$ cat src/rtl/core/ectc_pkg.sv
// Shared types and constants for the eight-bit timer/compare unit.
package ectc_pkg;

  localparam int DEF_MAX_DIVIDER = 1024;

  typedef enum logic [1:0] {
    CMD_TICK  = 2'd0,
    CMD_READ  = 2'd1,
    CMD_WRITE = 2'd2,
    CMD_ACK   = 2'd3
  } cmd_e;

  localparam logic [2:0] REG_CTRL_A  = 3'd0;
  localparam logic [2:0] REG_CTRL_B  = 3'd1;
  localparam logic [2:0] REG_COUNT   = 3'd2;
  localparam logic [2:0] REG_CMP_A   = 3'd3;
  localparam logic [2:0] REG_CMP_B   = 3'd4;
  localparam logic [2:0] REG_MASK    = 3'd5;
  localparam logic [2:0] REG_FLAGS   = 3'd6;

  localparam logic [1:0] ACK_CMP_A   = 2'd0;
  localparam logic [1:0] ACK_CMP_B   = 2'd1;
  localparam logic [1:0] ACK_OVF     = 2'd2;

  // Flag bit positions
  localparam int FLAG_TOV  = 0;
  localparam int FLAG_OCFA = 1;
  localparam int FLAG_OCFB = 2;

  // Waveform modes: {control_b[3], control_a[1:0]}
  localparam logic [2:0] MODE_NORMAL     = 3'd0;
  localparam logic [2:0] MODE_PWM_PC     = 3'd1;
  localparam logic [2:0] MODE_CTC        = 3'd2;
  localparam logic [2:0] MODE_FAST_PWM   = 3'd3;
  localparam logic [2:0] MODE_FROZEN_LO  = 3'd4;
  localparam logic [2:0] MODE_PC_TOP_A   = 3'd5;
  localparam logic [2:0] MODE_FROZEN_HI  = 3'd6;

  // Clock select codes
  localparam logic [2:0] CS_STOP    = 3'd0;
  localparam logic [2:0] CS_DIV1    = 3'd1;
  localparam logic [2:0] CS_DIV8    = 3'd2;
  localparam logic [2:0] CS_DIV64   = 3'd3;
  localparam logic [2:0] CS_DIV256  = 3'd4;

  typedef struct packed {
    cmd_e        command;
    logic [2:0]  register_index;
    logic [7:0]  write_data;
    logic [1:0]  ack_source;
  } ectc_item_t;

  typedef struct packed {
    logic [7:0]  read_data;
    logic        irq_compare_a;
    logic        irq_compare_b;
    logic        irq_overflow;
  } ectc_result_t;

endpackage

$ cat src/rtl/core/ectc_timer.sv
// Timer state registers with the per-beat register access and counter step logic.
module ectc_timer #(
  parameter int MAX_DIVIDER = ectc_pkg::DEF_MAX_DIVIDER
) (
  input  logic                  clk,
  input  logic                  rst_n,
  input  logic                  step_en,
  input  ectc_pkg::ectc_item_t  item,
  output ectc_pkg::ectc_result_t result
);
  import ectc_pkg::*;

  localparam int PW = $clog2(MAX_DIVIDER);

  logic [7:0]  ctrl_a_r, ctrl_a_nxt;
  logic [7:0]  ctrl_b_r, ctrl_b_nxt;
  logic [7:0]  count_r, count_nxt;
  logic [7:0]  cmp_a_r, cmp_a_nxt;
  logic [7:0]  cmp_b_r, cmp_b_nxt;
  logic [7:0]  mask_r, mask_nxt;
  logic [2:0]  flags_r, flags_nxt;
  logic [PW-1:0] presc_r, presc_nxt;

  logic [2:0]  mode;
  logic [2:0]  cs;
  logic [PW:0] divider;
  logic [PW:0] presc_inc;
  logic [7:0]  top_val;
  logic [7:0]  tov_at;
  logic [7:0]  rd;

  assign mode      = {ctrl_b_r[3], ctrl_a_r[1:0]};
  assign cs        = ctrl_b_r[2:0];
  assign presc_inc = {1'b0, presc_r} + (PW+1)'(1);

  always_comb begin
    case (cs)
      CS_DIV1:   divider = (PW+1)'(1);
      CS_DIV8:   divider = (PW+1)'(8);
      CS_DIV64:  divider = (PW+1)'(64);
      CS_DIV256: divider = (PW+1)'(256);
      default:   divider = (PW+1)'(MAX_DIVIDER);
    endcase
  end

  always_comb begin
    case (mode)
      MODE_NORMAL, MODE_FAST_PWM: begin
        top_val = 8'hff;
        tov_at  = 8'hff;
      end
      MODE_PWM_PC: begin
        top_val = 8'hff;
        tov_at  = 8'h00;
      end
      MODE_CTC: begin
        top_val = cmp_a_r;
        tov_at  = 8'hff;
      end
      MODE_PC_TOP_A: begin
        top_val = cmp_a_r;
        tov_at  = 8'h00;
      end
      default: begin
        top_val = cmp_a_r;
        tov_at  = cmp_a_r;
      end
    endcase
  end

  always_comb begin
    ctrl_a_nxt = ctrl_a_r;
    ctrl_b_nxt = ctrl_b_r;
    count_nxt  = count_r;
    cmp_a_nxt  = cmp_a_r;
    cmp_b_nxt  = cmp_b_r;
    mask_nxt   = mask_r;
    flags_nxt  = flags_r;
    presc_nxt  = presc_r;
    rd         = 8'h00;
    case (item.command)
      CMD_TICK: begin
        if (mode != MODE_FROZEN_LO && mode != MODE_FROZEN_HI && cs != CS_STOP) begin
          if (presc_inc >= divider) begin
            presc_nxt = '0;
            // Flags fire on leaving the matching count
            if (count_r == cmp_a_r) flags_nxt[FLAG_OCFA] = 1'b1;
            if (count_r == cmp_b_r) flags_nxt[FLAG_OCFB] = 1'b1;
            if (count_r == tov_at)  flags_nxt[FLAG_TOV]  = 1'b1;
            if (count_r == top_val || count_r == 8'hff) count_nxt = 8'h00;
            else count_nxt = count_r + 8'd1;
          end else begin
            presc_nxt = presc_inc[PW-1:0];
          end
        end
      end
      CMD_READ: begin
        case (item.register_index)
          REG_CTRL_A: rd = ctrl_a_r;
          REG_CTRL_B: rd = ctrl_b_r;
          REG_COUNT:  rd = count_r;
          REG_CMP_A:  rd = cmp_a_r;
          REG_CMP_B:  rd = cmp_b_r;
          REG_MASK:   rd = mask_r;
          REG_FLAGS:  rd = {5'd0, flags_r};
          default:    rd = 8'h00;
        endcase
      end
      CMD_WRITE: begin
        case (item.register_index)
          REG_CTRL_A: ctrl_a_nxt = item.write_data;
          REG_CTRL_B: ctrl_b_nxt = item.write_data;
          REG_COUNT:  count_nxt  = item.write_data;
          REG_CMP_A:  cmp_a_nxt  = item.write_data;
          REG_CMP_B:  cmp_b_nxt  = item.write_data;
          REG_MASK:   mask_nxt   = item.write_data;
          // Write one to clear
          REG_FLAGS:  flags_nxt  = flags_r & ~item.write_data[2:0];
          default:    ;
        endcase
      end
      default: begin
        case (item.ack_source)
          ACK_CMP_A: flags_nxt[FLAG_OCFA] = 1'b0;
          ACK_CMP_B: flags_nxt[FLAG_OCFB] = 1'b0;
          ACK_OVF:   flags_nxt[FLAG_TOV]  = 1'b0;
          default:   ;
        endcase
      end
    endcase
  end

  always_ff @(posedge clk) begin
    if (!rst_n) begin
      ctrl_a_r <= '0;
      ctrl_b_r <= '0;
      count_r  <= '0;
      cmp_a_r  <= '0;
      cmp_b_r  <= '0;
      mask_r   <= '0;
      flags_r  <= '0;
      presc_r  <= '0;
    end else if (step_en) begin
      ctrl_a_r <= ctrl_a_nxt;
      ctrl_b_r <= ctrl_b_nxt;
      count_r  <= count_nxt;
      cmp_a_r  <= cmp_a_nxt;
      cmp_b_r  <= cmp_b_nxt;
      mask_r   <= mask_nxt;
      flags_r  <= flags_nxt;
      presc_r  <= presc_nxt;
    end
  end

  // Interrupt lines reflect the state after this beat
  assign result.read_data     = rd;
  assign result.irq_compare_a = flags_nxt[FLAG_OCFA] & mask_nxt[FLAG_OCFA];
  assign result.irq_compare_b = flags_nxt[FLAG_OCFB] & mask_nxt[FLAG_OCFB];
  assign result.irq_overflow  = flags_nxt[FLAG_TOV]  & mask_nxt[FLAG_TOV];

endmodule

$ cat src/rtl/core/eight_bit_timer_compare_unit.sv
// Top level of the eight-bit timer/compare unit: input register, timer, result register.
//
//   channel | dir | tdata fields (lsb up)                                   | tuser
//   in_     | in  | register_index[2:0] write_data[10:3] ack_source[12:11]   | command[1:0]
//   out_    | out | read_data[7:0] irq_compare_a[8] irq_compare_b[9]         | -
//           |     | irq_overflow[10]                                        |
//
// One beat in and one beat out per cycle while out_ does not stall; each beat waits in the input
// register and leaves through the result register.
// The timer state is updated as a beat moves from the input to the result register.
// Synchronous active-low reset clears both valid flags and all timer registers.
// A stall on out_ holds the result; in_ keeps taking a beat until both registers fill.
module eight_bit_timer_compare_unit #(
  parameter int MAX_DIVIDER = ectc_pkg::DEF_MAX_DIVIDER
) (
  input  logic        clk,
  input  logic        rst_n,
  input  logic        in_tvalid,
  output logic        in_tready,
  input  logic [15:0] in_tdata,   // register_index, write_data, ack_source, zero pad
  input  logic [1:0]  in_tuser,   // command
  output logic        out_tvalid,
  input  logic        out_tready,
  output logic [15:0] out_tdata   // read_data, irq_compare_a, irq_compare_b, irq_overflow, pad
);
  import ectc_pkg::*;

  logic          in_valid_r;
  ectc_item_t    item_r;
  logic          out_valid_r;
  ectc_result_t  res_r;
  ectc_result_t  res_nxt;
  logic          advance;
  logic          in_acc;

  assign advance   = in_valid_r && (!out_valid_r || out_tready);
  assign in_tready = rst_n && (!in_valid_r || advance);
  assign in_acc    = in_tvalid && in_tready;

  always_ff @(posedge clk) begin
    if (!rst_n) begin
      in_valid_r  <= 1'b0;
      out_valid_r <= 1'b0;
    end else begin
      if (in_acc) in_valid_r <= 1'b1;
      else if (advance) in_valid_r <= 1'b0;
      if (advance) out_valid_r <= 1'b1;
      else if (out_tready) out_valid_r <= 1'b0;
    end
  end

  always_ff @(posedge clk) begin
    if (in_acc) begin
      item_r.command        <= cmd_e'(in_tuser);
      item_r.register_index <= in_tdata[2:0];
      item_r.write_data     <= in_tdata[10:3];
      item_r.ack_source     <= in_tdata[12:11];
    end
    if (advance) res_r <= res_nxt;
  end

  ectc_timer #(
    .MAX_DIVIDER (MAX_DIVIDER)
  ) u_timer (
    .clk     (clk),
    .rst_n   (rst_n),
    .step_en (advance),
    .item    (item_r),
    .result  (res_nxt)
  );

  assign out_tvalid = out_valid_r;
  assign out_tdata  = {5'd0, res_r.irq_overflow, res_r.irq_compare_b, res_r.irq_compare_a,
                       res_r.read_data};

endmodule

$ cat config.mk
export PLATFORM = sky130hd
export DESIGN_NAME = eight_bit_timer_compare_unit
export DESIGN_NICKNAME = d
export VERILOG_FILES = /design/src/rtl/core/ectc_pkg.sv /design/src/rtl/core/ectc_timer.sv /design/src/rtl/core/eight_bit_timer_compare_unit.sv
export SDC_FILE = /design/constraint.sdc
export NUM_CORES = 1
export LEC_CHECK = 0
export BUFFER_PORTS_ARGS = -buffer_cell sky130_fd_sc_hd__buf_2
export CAP_MARGIN = 40
export CORE_ASPECT_RATIO = 2
export CORE_MARGIN = 3
export CORE_UTILIZATION = 58
export DETAILED_ROUTE_END_ITERATION = 16
export GPL_TIMING_DRIVEN = 0
export PLACE_DENSITY = 0.77
export SKIP_CTS_REPAIR_TIMING = 1
export SYNTH_ARGS = -nofsm -noshare
export SYNTH_HDL_FRONTEND = slang
export SYNTH_HIERARCHICAL = 1
export SYNTH_SLANG_ARGS = --single-unit
$ cat constraint.sdc
create_clock -name clk -period 7.5 [get_ports clk]
set_input_delay 1.125 -clock clk [delete_from_list [all_inputs] [get_ports clk]]
set_output_delay 1.125 -clock clk [all_outputs]
set_load 0.005 [all_outputs]
==> out/qor.csv <==
stage;metric;value;unit
status;status;finished clean;
floorplan;initial_core_util;60.2;%
floorplan;die-area;9950;um2
yosys;synth_xor_area_share;2.94;%
floorplan;fp.dieW;72.0;um
sta;finalClockSkew;0.00707;ns
detailed_routing;ant_nets;0;
final_layout;layout_common_cells;dfxtp_1 (63), nand2_1 (62), nor2_1 (52);
floorplan;row_count;47;
sta;final.setup.tns;0;ns
detailed_routing;firstDrtPassIters;7;
power;powerDensity;183;nW/um2
critical_path;worstReg2RegStart;in_valid_r;
min_path;min_from;u_timer/ctrl_a_r[3];
sta;tightest_slew;0.807;ns
sta;hold_viol_final;0;
final_layout;final_layout_size_suffix_gt1_share;12.7;%
sta;fin_crit;4.13;ns
grt;grt_pass1_wl;23500;um
critical_path;startpoint_type;input port;
yosys;syn_inst;578;
detailed_routing;vias;4773;
yosys;synthArstFlopShare;0;%
critical_path;reg2reg_slack;3.83;ns
critical_path;worstSetupPathType;input port to flip-flop;
floorplan;chipHeight;138;um
clock_network;cts_root_buf;clkbuf_16;
sta;slew_violations;0;
yosys;netlist_area;5060;um2
critical_path;required;7.72;ns
place;place_ws;3.10;ns
critical_path;worst_r2r_endpoint;u_timer/ctrl_b_r[5];
grt;grt_max_degree;16;
sta;fin_crit_sh;55.1;%
yosys;synthAdderAreaFrac;1.73;%
flow_run;max-cap-violations;0;
min_path;hold_class;flip-flop to flip-flop;
yosys;synth_seq_area_share;40.4;%
place;gp_congestion;0.971;
detailed_routing;via_per_inst;6.55;
clock_network;cts_sinks;89;
clock_network;clk_pin_slew;0.06;ns
grt;grtUsageTotal;30.8;%
sta;slew_headroom;45.7;%
detailed_routing;wl;15300;um
place;port_buffers;31;
yosys;synth_mux_area_share;10.3;%
yosys;yosys_warnings;6;
yosys;synth_edf_count;26;
clock_network;worstSkewPairLatency;0.35;ns
floorplan;io_pins;40;
yosys;ys_ff_latch;89;
sta;max_freq;0.242;GHz
final_layout;num_antenna_cells;0;
clock_network;clockBufferDepth;2;
clock_network;cts_tree;built;
grt;overflow;0;
place;dp_hpwl;11300;um
power;ir_drop;0.127;mV
final_layout;area_delta_synth_final;12.0;%
detailed_routing;wire_per_inst;20.9;um
min_path;min_to;u_timer/ctrl_a_r[3];
yosys;synth_top_family_by_area;simple AND/OR/NAND/NOR gates;
grt;grt_pass1_vias;4716;
yosys;synth.avg_cell_area;8.75;um2
yosys;synth_flop_cell;dfxtp_1;
critical_path;cp-startpoint;out_tready;
critical_path;crit_slowest_cell;nor4_1;
critical_path;end_kind;flip-flop;
detailed_routing;drc;0;
critical_path;crit_chain;buf_2, nor2b_4, nor2b_1, buf_4, clkbuf_1, inv_1, nor4_1, clkbuf_1, nand2_1, mux2i_1, nor2_1;
power;p_leak;2.17;nW
final_layout;final_common_cell;dfxtp_1;
sta;finalSetupViolCount;0;
sta;rsz0062_at_grt;no;
clock_network;numCtsBuffers;9;
grt;grt_antenna_before_repair;0;
sta;fin_ws;3.37;ns
yosys;synth_compound_area_share;17.2;%
detailed_routing;drt_iter0_markers;407;
critical_path;cp.arrival;4.35;ns
critical_path;cp_common_cell;clkbuf_1;
critical_path;critPathMaxStageDelay;0.74;ns
yosys;ys_types;68;
clock_network;htree_levels;3;
floorplan;coreArea;8410;um2
final_layout;final_nets;655;
min_path;min_path_cells;2;
critical_path;reg2regPathDepth;9;
critical_path;cp_max_fo;10;
yosys;yosys.area_share.simple;21.4;%
## report_power, final
part	switching, mW	internal (mW)	total (mW)
sequential	0.00713	0.504	0.511
combinational	0.0464	0.0248	0.0712
clock	0.193	0.260	0.453
total	0.246	0.788	1.03
## cell usage after synthesis, drive strengths merged, types with 10 or more instances
master | number | share of area (%)
inv | 21 | 1.6
buf | 12 | 1.6
mux2i | 32 | 6.3
edfxtp | 26 | 15
nand3 | 41 | 4.1
dfxtp | 63 | 25
o21ai | 20 | 2.0
mux2 | 10 | 2.2
a21oi | 42 | 4.2
nor2 | 52 | 3.9
nand2 | 62 | 4.6
clkbuf | 37 | 2.7
## stage by stage
stage | instances | instance area [um2] | utilization [%] | hold WS, ns | power [mW]
2_1_floorplan | 582 | 5070 | - | 0.433 | 0.563
3_3_place_gp | 711 | 5350 | 63.6 | 0.441 | 0.587
3_5_place_dp | 713 | 5370 | 63.9 | 0.449 | 0.591
4_1_cts | 729 | 5670 | 67.4 | 0.458 | 1.04
5_1_grt | 729 | 5670 | 67.4 | 0.469 | 1.07
6_report | 729 | 5670 | 67.4 | 0.463 | 1.03
## final cells by class
type	count	area, um2
Multi-Input combinational cell	423	2740
Clock buffer	10	229
Sequential cell	89	2040
Fill cell	704	2740
Tap cell	98	123
Buffer	49	220
Inverter	21	78.8
Clock inverter	6	65.1
Timing Repair Buffer	33	174
## critical path: cells and delay by family
family | cells | cell delay [ns]
buffers and inverters | 5 | 1.29
and+or+nand+nor | 5 | 1.66
muxes | 1 | 0.28
## layer usage
layer,track usage (%),part of all wire [%],up-vias
met5,0,0,-
met3,5.96,4.9,108
met2,54.6,53,224
li1,-,-,2189
met4,25.2,8.7,0
met1,29.3,34,2252
## cell families after synthesis
kind of cell | after synthesis
and+or+nand+nor | 219
AOI/OAI and AO/OA | 129
DFF | 89
buffers and inverters | 70
muxes | 46
xor gates and xnor gates | 17
adders and majority gates | 7
other | 1
## worst max-delay path by stage
stage                          endpoint  slack [ns]  cells past startpoint
global route        u_timer/ctrl_b_r[5]        3.18                     11
floorplan           u_timer/ctrl_b_r[0]        4.12                      9
CTS                 u_timer/ctrl_b_r[5]        3.45                     11
global placement    u_timer/ctrl_b_r[3]        2.85                     10
finish              u_timer/ctrl_b_r[5]        3.37                     11
detailed placement  u_timer/ctrl_b_r[5]        3.10                     11
## flip-flops by register name (all words and copies together), names as in the netlist
signal and flops:
u_timer/presc_r 10, u_timer/flags_r 3, u_timer/count_r 8, u_timer/mask_r 8, item_r 15, out_tdata 11, u_timer/cmp_a_r 8, in_valid_r 1
u_timer/cmp_b_r 8, u_timer/ctrl_b_r 8, u_timer/ctrl_a_r 8, out_tvalid 1
Power figures use the tool's default switching activity.
